## src/hdl/assert_macros.svh

```systemverilog
// Assertion macros used by the RTL of the cartridge clock block.
`ifndef ASSERT_MACROS_SVH
`define ASSERT_MACROS_SVH

`ifndef NO_ASSERTIONS

// Clocked check, held off while reset is high.
`define CRTC_ASSERT(lbl, prop, msg) \
  lbl: assert property (@(posedge clk) disable iff (rst) (prop)) else $error(msg);

// Clocked check that also holds through reset.
`define CRTC_ASSERT_ALWAYS(lbl, prop, msg) \
  lbl: assert property (@(posedge clk) (prop)) else $error(msg);

`else

`define CRTC_ASSERT(lbl, prop, msg)
`define CRTC_ASSERT_ALWAYS(lbl, prop, msg)

`endif

`endif

```

## src/hdl/crtc_pkg.sv

```systemverilog
// Shared types, constants and helper functions of the cartridge clock block.
package crtc_pkg;

  // Width of the running seconds count (27 to 64).
  localparam int COUNT_BITS = 32;
  // Day field width: one day is more than 2^16 seconds.
  localparam int DAY_BITS   = COUNT_BITS - 16;

  localparam logic [63:0] SECS_PER_DAY  = 64'd86400;
  localparam logic [63:0] SECS_PER_HOUR = 64'd3600;
  localparam logic [63:0] SECS_PER_MIN  = 64'd60;

  // Largest count, split into days / hours / minutes / seconds.
  localparam logic [63:0] COUNT_MAX   = {64{1'b1}} >> (64 - COUNT_BITS);
  localparam logic [63:0] MAX_DAYS    = COUNT_MAX / SECS_PER_DAY;
  localparam logic [63:0] MAX_DAY_REM = COUNT_MAX % SECS_PER_DAY;
  localparam logic [63:0] MAX_HOURS   = MAX_DAY_REM / SECS_PER_HOUR;
  localparam logic [63:0] MAX_MINUTES = (MAX_DAY_REM % SECS_PER_HOUR) / SECS_PER_MIN;
  localparam logic [63:0] MAX_SECONDS = MAX_DAY_REM % SECS_PER_MIN;

  // Day count fold
  localparam int DAY_LIMIT = 511;
  localparam int DAY_FOLD  = 512;

  // Register addresses
  localparam logic [7:0] REG_SECONDS = 8'h08;
  localparam logic [7:0] REG_MINUTES = 8'h09;
  localparam logic [7:0] REG_HOURS   = 8'h0A;
  localparam logic [7:0] REG_DAY_LOW = 8'h0B;
  localparam logic [7:0] REG_DAY_HIGH = 8'h0C;

  // Request opcodes
  typedef enum logic [1:0] {
    OP_TICK  = 2'd0,
    OP_LATCH = 2'd1,
    OP_READ  = 2'd2,
    OP_WRITE = 2'd3
  } op_t;

  // Count held in mixed radix; always normalized and never above the max.
  typedef struct packed {
    logic [DAY_BITS-1:0] days;
    logic [4:0]          hours;
    logic [5:0]          minutes;
    logic [5:0]          seconds;
  } cnt_t;

  // Candidate count after a write, with one spare day bit for overflow.
  typedef struct packed {
    logic [DAY_BITS:0] days;
    logic [4:0]        hours;
    logic [5:0]        minutes;
    logic [5:0]        seconds;
  } wcnt_t;

  localparam cnt_t CNT_MAX = '{
    days:    MAX_DAYS[DAY_BITS-1:0],
    hours:   MAX_HOURS[4:0],
    minutes: MAX_MINUTES[5:0],
    seconds: MAX_SECONDS[5:0]
  };

  // v / 60 for a byte: reciprocal 137 / 2^13 is exact over 0..255.
  function automatic logic [2:0] div60(logic [7:0] v);
    logic [15:0] p;
    p = {8'd0, v} * 16'd137;
    return p[15:13];
  endfunction

  function automatic logic [5:0] rem60(logic [7:0] v);
    logic [7:0] q;
    logic [7:0] r;
    q = {5'd0, div60(v)};
    r = v - q * 8'd60;
    return r[5:0];
  endfunction

  // v / 24 for a byte: reciprocal 171 / 2^12 is exact over 0..255.
  function automatic logic [3:0] div24(logic [7:0] v);
    logic [15:0] p;
    p = {8'd0, v} * 16'd171;
    return p[15:12];
  endfunction

  function automatic logic [4:0] rem24(logic [7:0] v);
    logic [7:0] q;
    logic [7:0] r;
    q = {4'd0, div24(v)};
    r = v - q * 8'd24;
    return r[4:0];
  endfunction

  // Lexicographic compare of a candidate count against the largest count.
  function automatic logic above_max(wcnt_t w);
    logic [DAY_BITS:0] md;
    md = {1'b0, CNT_MAX.days};
    return (w.days > md) ||
           ((w.days == md) &&
            ((w.hours > CNT_MAX.hours) ||
             ((w.hours == CNT_MAX.hours) &&
              ((w.minutes > CNT_MAX.minutes) ||
               ((w.minutes == CNT_MAX.minutes) &&
                (w.seconds > CNT_MAX.seconds))))));
  endfunction

endpackage

```

## src/hdl/cartridge_rtc_registers_core.sv

```systemverilog
// Top level of the cartridge real-time clock register block.
//
// Usage:
//   Request channel (req_valid / req_stall) carries opcode, reg_address and
//   data. Opcodes: one-second tick, latch write, register read, register
//   write. Every request gives exactly one response on rsp_valid /
//   rsp_stall with read_data (zero for anything but a read of 0x08..0x0C).
//   A request is taken when valid is high and stall is low at a clock edge.
// Timing:
//   One request per cycle while req_stall is low. The state is updated at the
//   edge where the request is taken; the response goes to the output register,
//   or to the skid entry while that holds one not yet taken. Time of day is held
//   as separate seconds, minutes, hours and days counters, so every request is
//   one pass of small adders and compares between state and response registers.
// Back-pressure:
//   Responses go into a two-entry output buffer. req_stall rises only when
//   both entries hold responses not yet taken, and is driven from a
//   register. No response is ever dropped or repeated.
// Reset:
//   rst (synchronous, active high) clears the count, latched registers,
//   halt and carry flags, the latch history and both buffer entries.
`include "assert_macros.svh"

module cartridge_rtc_registers_core (
  input  logic       clk,
  input  logic       rst,
  input  logic       req_valid,
  output logic       req_stall,
  input  logic [1:0] opcode,
  input  logic [7:0] reg_address,
  input  logic [7:0] data,
  output logic       rsp_valid,
  input  logic       rsp_stall,
  output logic [7:0] read_data
);
  import crtc_pkg::*;

  // Clock state
  cnt_t       cnt, cnt_next;
  logic [5:0] latched_seconds, latched_seconds_next;
  logic [5:0] latched_minutes, latched_minutes_next;
  logic [4:0] latched_hours, latched_hours_next;
  logic [8:0] latched_days, latched_days_next;
  logic [7:0] last_latch_byte, last_latch_byte_next;
  logic       halted, halted_next;
  logic       day_carry, day_carry_next;

  // Output buffer
  logic       skid_valid;
  logic [7:0] skid_data;
  logic [7:0] rd_next;

  // Datapath helpers
  op_t               op;
  logic              req_accept;
  logic              rsp_take;
  logic              at_max;
  cnt_t              tick_cnt;
  logic [2:0]        q60_d;
  logic [5:0]        r60_d;
  logic [3:0]        q24_d;
  logic [4:0]        r24_d;
  logic [6:0]        m_sum;
  logic              m_wrap;
  logic [5:0]        m_val;
  logic [2:0]        hour_add;
  logic [5:0]        h_sum;
  logic              h_wrap;
  logic [4:0]        h_val;
  logic [3:0]        day_add;
  logic [DAY_BITS:0] d_sum;
  logic              fold;
  wcnt_t             wide;
  logic              sat_check;

  assign op         = op_t'(opcode);
  assign req_accept = req_valid && !req_stall;
  assign rsp_take   = rsp_valid && !rsp_stall;
  assign req_stall  = skid_valid;

  // One-second increment in mixed radix
  always_comb begin
    at_max   = (cnt == CNT_MAX);
    tick_cnt = cnt;
    if (cnt.seconds != 6'd59) begin
      tick_cnt.seconds = cnt.seconds + 6'd1;
    end else begin
      tick_cnt.seconds = '0;
      if (cnt.minutes != 6'd59) begin
        tick_cnt.minutes = cnt.minutes + 6'd1;
      end else begin
        tick_cnt.minutes = '0;
        if (cnt.hours != 5'd23) begin
          tick_cnt.hours = cnt.hours + 5'd1;
        end else begin
          tick_cnt.hours = '0;
          tick_cnt.days  = cnt.days + DAY_BITS'(1);
        end
      end
    end
  end

  // Field write carries: byte split by 60 or 24, quotient added to the next field up, wraps rippling on to the days
  always_comb begin
    q60_d  = div60(data);
    r60_d  = rem60(data);
    q24_d  = div24(data);
    r24_d  = rem24(data);
    m_sum  = {1'b0, cnt.minutes} + {4'd0, q60_d};
    m_wrap = (m_sum >= 7'd60);
    m_val  = m_wrap ? 6'(m_sum - 7'd60) : m_sum[5:0];
    hour_add = (reg_address == REG_SECONDS) ? {2'd0, m_wrap} : q60_d;
    h_sum  = {1'b0, cnt.hours} + {3'd0, hour_add};
    h_wrap = (h_sum >= 6'd24);
    h_val  = h_wrap ? 5'(h_sum - 6'd24) : h_sum[4:0];
    day_add = (reg_address == REG_HOURS) ? q24_d : {3'd0, h_wrap};
    d_sum  = {1'b0, cnt.days} + {{(DAY_BITS - 3){1'b0}}, day_add};
  end

  // Request decode and state update
  always_comb begin
    cnt_next             = cnt;
    latched_seconds_next = latched_seconds;
    latched_minutes_next = latched_minutes;
    latched_hours_next   = latched_hours;
    latched_days_next    = latched_days;
    last_latch_byte_next = last_latch_byte;
    halted_next          = halted;
    day_carry_next       = day_carry;
    rd_next              = '0;
    wide                 = {1'b0, cnt};
    sat_check            = 1'b0;
    fold                 = (cnt.days > DAY_BITS'(DAY_LIMIT));

    unique case (op)
      OP_TICK: begin
        if (!halted && !at_max) begin
          cnt_next = tick_cnt;
        end
      end
      OP_LATCH: begin
        if (last_latch_byte == 8'd0 && data == 8'd1) begin
          latched_seconds_next = cnt.seconds;
          latched_minutes_next = cnt.minutes;
          latched_hours_next   = cnt.hours;
          latched_days_next    = cnt.days[8:0];
        end
        last_latch_byte_next = data;
      end
      OP_READ: begin
        unique case (reg_address)
          REG_SECONDS: rd_next = {2'd0, latched_seconds};
          REG_MINUTES: rd_next = {2'd0, latched_minutes};
          REG_HOURS:   rd_next = {3'd0, latched_hours};
          REG_DAY_LOW: rd_next = latched_days[7:0];
          REG_DAY_HIGH: begin
            // fold days past the 9-bit range back by 512 and flag carry
            if (fold) begin
              cnt_next.days  = cnt.days - DAY_BITS'(DAY_FOLD);
              day_carry_next = 1'b1;
            end
            rd_next = {day_carry || fold, halted, 5'd0, latched_days[8]};
          end
          default: rd_next = '0;
        endcase
      end
      OP_WRITE: begin
        if (reg_address == REG_DAY_HIGH) begin
          if (halted) begin
            wide.days[8] = data[0];
            sat_check    = 1'b1;
          end
          halted_next    = data[6];
          day_carry_next = data[7];
        end else if (halted) begin
          unique case (reg_address)
            REG_SECONDS: begin
              wide.seconds = r60_d;
              wide.minutes = m_val;
              wide.hours   = h_val;
              wide.days    = d_sum;
              sat_check    = 1'b1;
            end
            REG_MINUTES: begin
              wide.minutes = r60_d;
              wide.hours   = h_val;
              wide.days    = d_sum;
              sat_check    = 1'b1;
            end
            REG_HOURS: begin
              wide.hours = r24_d;
              wide.days  = d_sum;
              sat_check  = 1'b1;
            end
            REG_DAY_LOW: begin
              wide.days[7:0] = data;
              sat_check      = 1'b1;
            end
            default: sat_check = 1'b0;
          endcase
        end
      end
      default: rd_next = '0;
    endcase

    // saturate a written count at the largest value
    if (sat_check) begin
      cnt_next = above_max(wide) ? CNT_MAX : cnt_t'(wide[$bits(cnt_t)-1:0]);
    end
  end

  // State registers
  always_ff @(posedge clk) begin
    if (rst) begin
      cnt             <= '0;
      latched_seconds <= '0;
      latched_minutes <= '0;
      latched_hours   <= '0;
      latched_days    <= '0;
      last_latch_byte <= '0;
      halted          <= 1'b0;
      day_carry       <= 1'b0;
    end else if (req_accept) begin
      cnt             <= cnt_next;
      latched_seconds <= latched_seconds_next;
      latched_minutes <= latched_minutes_next;
      latched_hours   <= latched_hours_next;
      latched_days    <= latched_days_next;
      last_latch_byte <= last_latch_byte_next;
      halted          <= halted_next;
      day_carry       <= day_carry_next;
    end
  end

  // Two-entry response buffer: output register plus skid entry
  always_ff @(posedge clk) begin
    if (rst) begin
      rsp_valid  <= 1'b0;
      skid_valid <= 1'b0;
    end else if (skid_valid) begin
      if (rsp_take) begin
        rsp_valid  <= 1'b1;
        skid_valid <= 1'b0;
      end
    end else if (req_accept) begin
      if (!rsp_valid || rsp_take) begin
        rsp_valid <= 1'b1;
      end else begin
        skid_valid <= 1'b1;
      end
    end else if (rsp_take) begin
      rsp_valid <= 1'b0;
    end
  end

  always_ff @(posedge clk) begin
    if (skid_valid) begin
      if (rsp_take) begin
        read_data <= skid_data;
      end
    end else if (req_accept) begin
      if (!rsp_valid || rsp_take) begin
        read_data <= rd_next;
      end else begin
        skid_data <= rd_next;
      end
    end
  end

  // Checks
  `CRTC_ASSERT_ALWAYS(a_skid_behind_out, !skid_valid || rsp_valid || rst,
    "skid entry holds a response while the output register is empty")
  `CRTC_ASSERT(a_count_in_range, !above_max({1'b0, cnt}),
    "clock count above its largest value")
  `CRTC_ASSERT(a_fields_normal,
    (cnt.seconds < 6'd60) && (cnt.minutes < 6'd60) && (cnt.hours < 5'd24),
    "time of day field out of range")
  `CRTC_ASSERT(a_halt_freezes_tick,
    (req_accept && op == OP_TICK && halted) |=> $stable(cnt),
    "tick advanced a halted clock")
  `CRTC_ASSERT(a_skid_drains, (skid_valid && rsp_take) |=> !skid_valid && rsp_valid,
    "skid entry not moved to the output register")

endmodule
```

## config.mk

```make
export PLATFORM = sky130hd
export DESIGN_NAME = cartridge_rtc_registers_core
export DESIGN_NICKNAME = d
export VERILOG_FILES = /design/src/hdl/crtc_pkg.sv /design/src/hdl/cartridge_rtc_registers_core.sv
export VERILOG_INCLUDE_DIRS = /design/src /design/src/hdl
export SDC_FILE = /design/constraint.sdc
export NUM_CORES = 1
export LEC_CHECK = 0
export BUFFER_PORTS_ARGS = -buffer_cell sky130_fd_sc_hd__buf_2
export CORE_AREA = 3 3 148 150
export CTS_CLUSTER_DIAMETER = 100
export DETAILED_ROUTE_END_ITERATION = 6
export DIE_AREA = 0 0 151 153
export PLACE_DENSITY = 0.58
export SYNTH_ARGS = -nofsm -noshare
export SYNTH_HDL_FRONTEND = slang
export SYNTH_SLANG_ARGS = --single-unit
```

## constraint.sdc

```tcl
create_clock -name clk -period 12.31 [get_ports clk]
set_input_delay 0.6155 -clock clk [delete_from_list [all_inputs] [get_ports clk]]
set_output_delay 0.6155 -clock clk [all_outputs]
set_load 0.01 [all_outputs]
```

==> out/metrics.cfg, run 1 <==
[clock_tree]
cts_buffers=9
clock-sinks=87
cts_hold_buf=0
cts_tree=yes
clock_latency_ns=0.36
h-tree-depth=3
post_cts_buffers=0
postCtsResizedCells=0
root_buffer=clkbuf_16
path_clk_slew_ns=0.07
clockBufferDepth=2

[timing]
hold_viol_final=0
maxSlewViolCount=0
clock_skew_ns=0.00964
setup_violations=0
fin_crit_sh_pct=83.3
period_minus_slack_ns=10.26
max_freq_mhz=97.5
timing.setup.tns_ns=0
worst_pin_slew_ns=1.16
rsz0062_at_grt=false
relSlewSlack_pct=22.6

[setup_path]
cpMostUsedCell=ha_1
cp_top_family=compound AO/OA/AOI/OAI gates
max_stage_delay_ns=0.59
worst_setup_path_start_kind=primary input
crit_type=primary input to flip-flop
cp_max_fo=17
crit_required_ns=12.58
worst-path-buf-inv=2
slowest_stage=a21oi_4
worstPathArrival_ns=10.53
path_depth=43
rr_worst_depth=31
end_kind=flip-flop

[grt]
grt_pass1_wl_um=41000
antenna_found_initial=0
grt.total_usage_pct=22.3
grt-ovfl-total=0
grt_pass1_vias=7548
grt_max_degree=67

[place]
gp_congestion=0.915
portBuffers=31
hpwlAfterDp_um=18700
place_inst=1299

[synth]
synth-seq-area-share_pct=23.0
syn_nets=1181
ys_types=79
synth_enable_flop_cells=16
ys_ff_latch=87
mappedNetlistArea_mm2=0.00828
yosysWarnings=0
synth_top_area_share_pct=17.2
yosysTopAreaCell=dfxtp_1
synth_area_leaders=dfxtp_1 17%, ha_1 15%, nand2_1 6.2%, edfxtp_1 5.8%, a21oi_1 5.1%
synth_flop_cell=dfxtp_1
async_flop_share_pct=0
synthCells=1044
synth.avg_cell_area_um2=7.93

[final_layout]
drive_gt1_share_pct=9.62
multi_input_area_mm2=0.00588
nFillCells=2169
layout_commonest_cell=nand2_1
area_growth_syn_to_layout_pct=7.61
seq_area_mm2=0.00190
layoutNonFillerInstCount=1315
num_antenna_cells=0
fin_nets=1172
utilization_pct=42.8
mostFrequentLayoutCells=136 x nand2_1, 98 x ha_1, 85 x a21oi_1

[floorplanning]
start_util_pct=39.7
io_pins=32
die_height_um=153
fp.dieArea_mm2=0.0231
core_mm2=0.0208
die_w_um=151
rows=53

[detailed_routing]
vias=7848
drt_iter0_drc=598
wl_met3_um=1550
wl_per_cell_um=19.2
highest_layer=met4
m1WireLength_um=11500
ant_nets=0
wl_met2_um=11500
vias_per_cell=5.97
first_pass_iters=5
drc_errors=0
wirelength_um=25300

[power]
p_total_uw=792
vdd_drop_max_mv=0.0495
p_leak_uw=0.00355
p_per_area_mw_per_mm2=89.0

[worst_hold_path]
hp-class=flip-flop to flip-flop
min_path_cells=2

[run_status]
outcome=finished clean

[flow_run]
drv_cap=0

area by class of cell:
| type | instances | area share, % |
|---|---|---|
| inverter | 65 | 2.74 |
| clock inverter | 7 | 0.815 |
| timing repair buffer | 42 | 2.67 |
| sequential | 87 | 21.4 |
| multi-input combinational | 830 | 66.0 |
| tap | 275 | 3.86 |
| clock buffer | 9 | 2.53 |
worst reg2reg max path: cells and delay by family (launching register included):
kind	cells	cell delay, ns
buffers and inverters	1	0.06
adders and majority gates	6	1.80
muxes	2	0.45
AOI/OAI and AO/OA	10	2.69
and+or+nand+nor	12	2.22
DFF	1	0.56
power by group:
part	internal, uW	switching, uW
Sequential	295	5.95
Combinational	80.9	129
Clock	144	138
Total	519	273
per-layer routing:
layer,GRT usage (%),up-vias
met4,7.82,0
met2,34.8,279
met1,30.9,3709
li1,-,3811
met3,3.77,49
met5,0,-
registers in the layout (all words and copies together) (netlist names):
signal           cells
cnt                 33
latched_days         9
last_latch_byte      8
read_data            8
skid_data            8
latched_minutes      6
latched_seconds      6
latched_hours        5
day_carry            1
halted               1
req_stall            1
rsp_valid            1
logic make-up after synthesis:
group / count (synthesis) / synth area share [%]
buf+inv: 127 / 6.03
simple gates: 391 / 23.9
xor+xnor: 23 / 2.43
fa+ha+maj: 115 / 18.9
flops: 87 / 23.0
compound gates: 272 / 21.3
mux: 29 / 4.41
through the flow:
step                hold slack (ns)  instance area (um2)  setup WS (ns)
floorplan                     0.429                 8280           3.30
global placement              0.437                 8610           2.10
detailed placement            0.444                 8610           1.77
CTS                           0.454                 8900           2.15
global route                  0.469                 8900           1.19
finish                        0.451                 8900           2.05
Yosys cell counts, types with 8 or more instances:
master and count:
nand2_1 136, ha_1 98, a21oi_1 85, dfxtp_1 71
inv_1 64, nor2_1 61, o21ai_0 57, clkbuf_1 50
nand3_1 41, nor3_1 26, nand4_1 22, fa_1 17
and3_1 16, edfxtp_1 16, nor2b_1 16, xnor2_1 16
a211oi_1 15, a31oi_1 14, mux2i_1 14, mux2_2 10
or3_1 10, a211o_1 9, o22ai_1 9, a21o_1 8
nand2b_1 8, nor4_1 8
worst paths after layout:
path	endpoint	from	slack (ns)
setup / recovery	cnt[15]	data[4]	2.05
hold / removal	latched_seconds[3]	latched_seconds[3]	0.45
setup reg to reg	cnt[15]	cnt[8]	4.44
hold reg to reg	latched_seconds[3]	latched_seconds[3]	0.45
No activity file was read; power rests on OpenSTA's default activity.
==> inputs of run 2 (changes only) <==
==> constraint.sdc (replaced) <==
create_clock -name clk -period 9.67 [get_ports clk]
set_input_delay 0.4835 -clock clk [delete_from_list [all_inputs] [get_ports clk]]
set_output_delay 0.4835 -clock clk [all_outputs]
set_load 0.01 [all_outputs]
==> out/metrics.cfg, run 2 (synthesized netlist as in run 1, its figures left out) <==
[detailed_routing]
vias=7976  ; +1.6%
drt_iter0_drc=517  ; -14%
ant_nets=0  ; unchanged
drc_errors=0  ; unchanged
first_pass_iters=5  ; unchanged
wirelength_um=25400  ; +0.48%
vias_per_cell=5.97  ; +0.11%
wl_per_cell_um=19.0  ; -1.0%

[grt]
grt.total_usage_pct=22.1  ; -0.22 points
grt-ovfl-total=0  ; unchanged
grt_max_degree=67  ; unchanged
grt_pass1_wl_um=40700  ; -0.84%
antenna_found_initial=0  ; unchanged
grt_pass1_vias=7473  ; -0.99%

[timing]
maxSlewViolCount=0  ; unchanged
setup_violations=0  ; unchanged
hold_viol_final=0  ; unchanged
fin_crit_sh_pct=94.3
max_freq_mhz=110
period_minus_slack_ns=9.12
timing.setup.tns_ns=0  ; unchanged
worst_pin_slew_ns=1.04  ; -0.116 ns
relSlewSlack_pct=30.5  ; +7.9 points
clock_skew_ns=0.0151  ; +0.00542 ns

[place]
place_inst=1312  ; +1.0%
portBuffers=31  ; unchanged
hpwlAfterDp_um=19000  ; +1.4%
gp_congestion=0.923  ; +0.85%

[floorplanning]
fp.dieArea_mm2=0.0231  ; unchanged
core_mm2=0.0208  ; unchanged
start_util_pct=39.7  ; unchanged
io_pins=32  ; unchanged
die_w_um=151  ; unchanged
rows=53  ; unchanged
die_height_um=153  ; unchanged

[final_layout]
area_growth_syn_to_layout_pct=10.4
multi_input_area_mm2=0.00595  ; +1.3%
utilization_pct=43.9  ; +1.1 points
largest_reg_flops=33  ; unchanged
top_regs=cnt x33, latched_days x9
num_antenna_cells=0  ; unchanged
mostFrequentLayoutCells=135 x nand2_1, 98 x ha_1, 84 x a21oi_1
drive_gt1_share_pct=12.3  ; +2.6 points
seq_area_mm2=0.00190  ; unchanged
nFillCells=2141  ; -1.3%
layout_commonest_cell=nand2_1
fin_nets=1192  ; +1.7%
layoutNonFillerInstCount=1335  ; +1.5%
regMostFlops=cnt

[clock_tree]
cts_hold_buf=0  ; unchanged
cts_tree=yes
clock_latency_ns=0.36  ; about the same
cts_buffers=9  ; unchanged
path_clk_slew_ns=0.07  ; about the same
root_buffer=clkbuf_16
h-tree-depth=3  ; unchanged
clock-sinks=87  ; unchanged
clockBufferDepth=2  ; unchanged

[setup_path]
slowest_stage=or4b_2
cp_max_fo=8  ; -9
crit_required_ns=9.95  ; -2.63 ns
worstPathArrival_ns=9.40  ; -1.13 ns
crit_type=primary input to flip-flop
max_stage_delay_ns=0.61  ; +0.02 ns
cpMostUsedCell=ha_1
end_kind=flip-flop
worst_setup_path_start_kind=primary input

[power]
vdd_drop_max_mv=0.0793  ; +60%
p_per_area_mw_per_mm2=112  ; +26%
p_leak_uw=0.00367  ; +3.1%

[flow_run]
drv_cap=0  ; unchanged

[run_status]
outcome=finished clean

[worst_hold_path]
hp-class=primary input to flip-flop

## run 2: path summary, 6_finish.rpt
| check | from | endpoint | slack (ns) | depth (start not counted) |
|---|---|---|---|---|
| setup / recovery | data[0] | cnt[8] | 0.55 | 44 |
| hold / removal | req_valid | req_stall | 0.44 | 3 |
| hold reg to reg | latched_hours[0] | latched_hours[0] | 0.45 | 2 |
| setup reg to reg | cnt[8] | cnt[8] | 2.30 | 32 |
## run 2: critical path, delay by kind of cell
family / cells / cell delay [ns]
AOI/OAI and AO/OA: 15 / 2.75
adders and majority gates: 10 / 2.85
buffers and inverters: 3 / 0.36
muxes: 1 / 0.28
and+or+nand+nor: 15 / 2.65
## run 2: repair_timing
action,in CTS,in global routing
endpoints found under the setup margin,0,32
setup buffers,0,7
gates resized for setup,0,14
endpoints found under the hold margin,0,0
## run 2: layer usage
layer / vias to the layer above / GRT usage (%) / share of wire, %
met5: - / 0 / 0
met4: 0 / 6.26 / 2.7
met3: 63 / 3.77 / 5.3
met2: 237 / 35.0 / 46
met1: 3826 / 30.8 / 46
li1: 3850 / - / -
## run 2: power breakdown
part	switching [uW]	internal [uW]
Combinational	162	107
Clock	168	205
Sequential	7.20	375
## run 2: stage by stage
stage | instance area [um2] | setup slack [ns] | hold slack [ns] | power [uW]
final | 9140 | 0.547 | 0.436 | 1020
after global routing | 9140 | -0.0589 | 0.440 | 1080
after CTS | 9010 | 0.225 | 0.429 | 1030
after detailed placement | 8700 | -0.0701 | 0.444 | 657
after global placement | 8700 | 0.204 | 0.439 | 654
after floorplan | 8280 | 0.794 | 0.429 | 578
## run 2: cell type report
cell class                      count  area share (%)
Clock inverter                      6           0.822
Multi-Input combinational cell    830            65.2
Timing Repair Buffer               62            4.25
Inverter                           65            2.67
Sequential cell                    87            20.8
Tap cell                          275            3.77
Clock buffer                       10            2.51
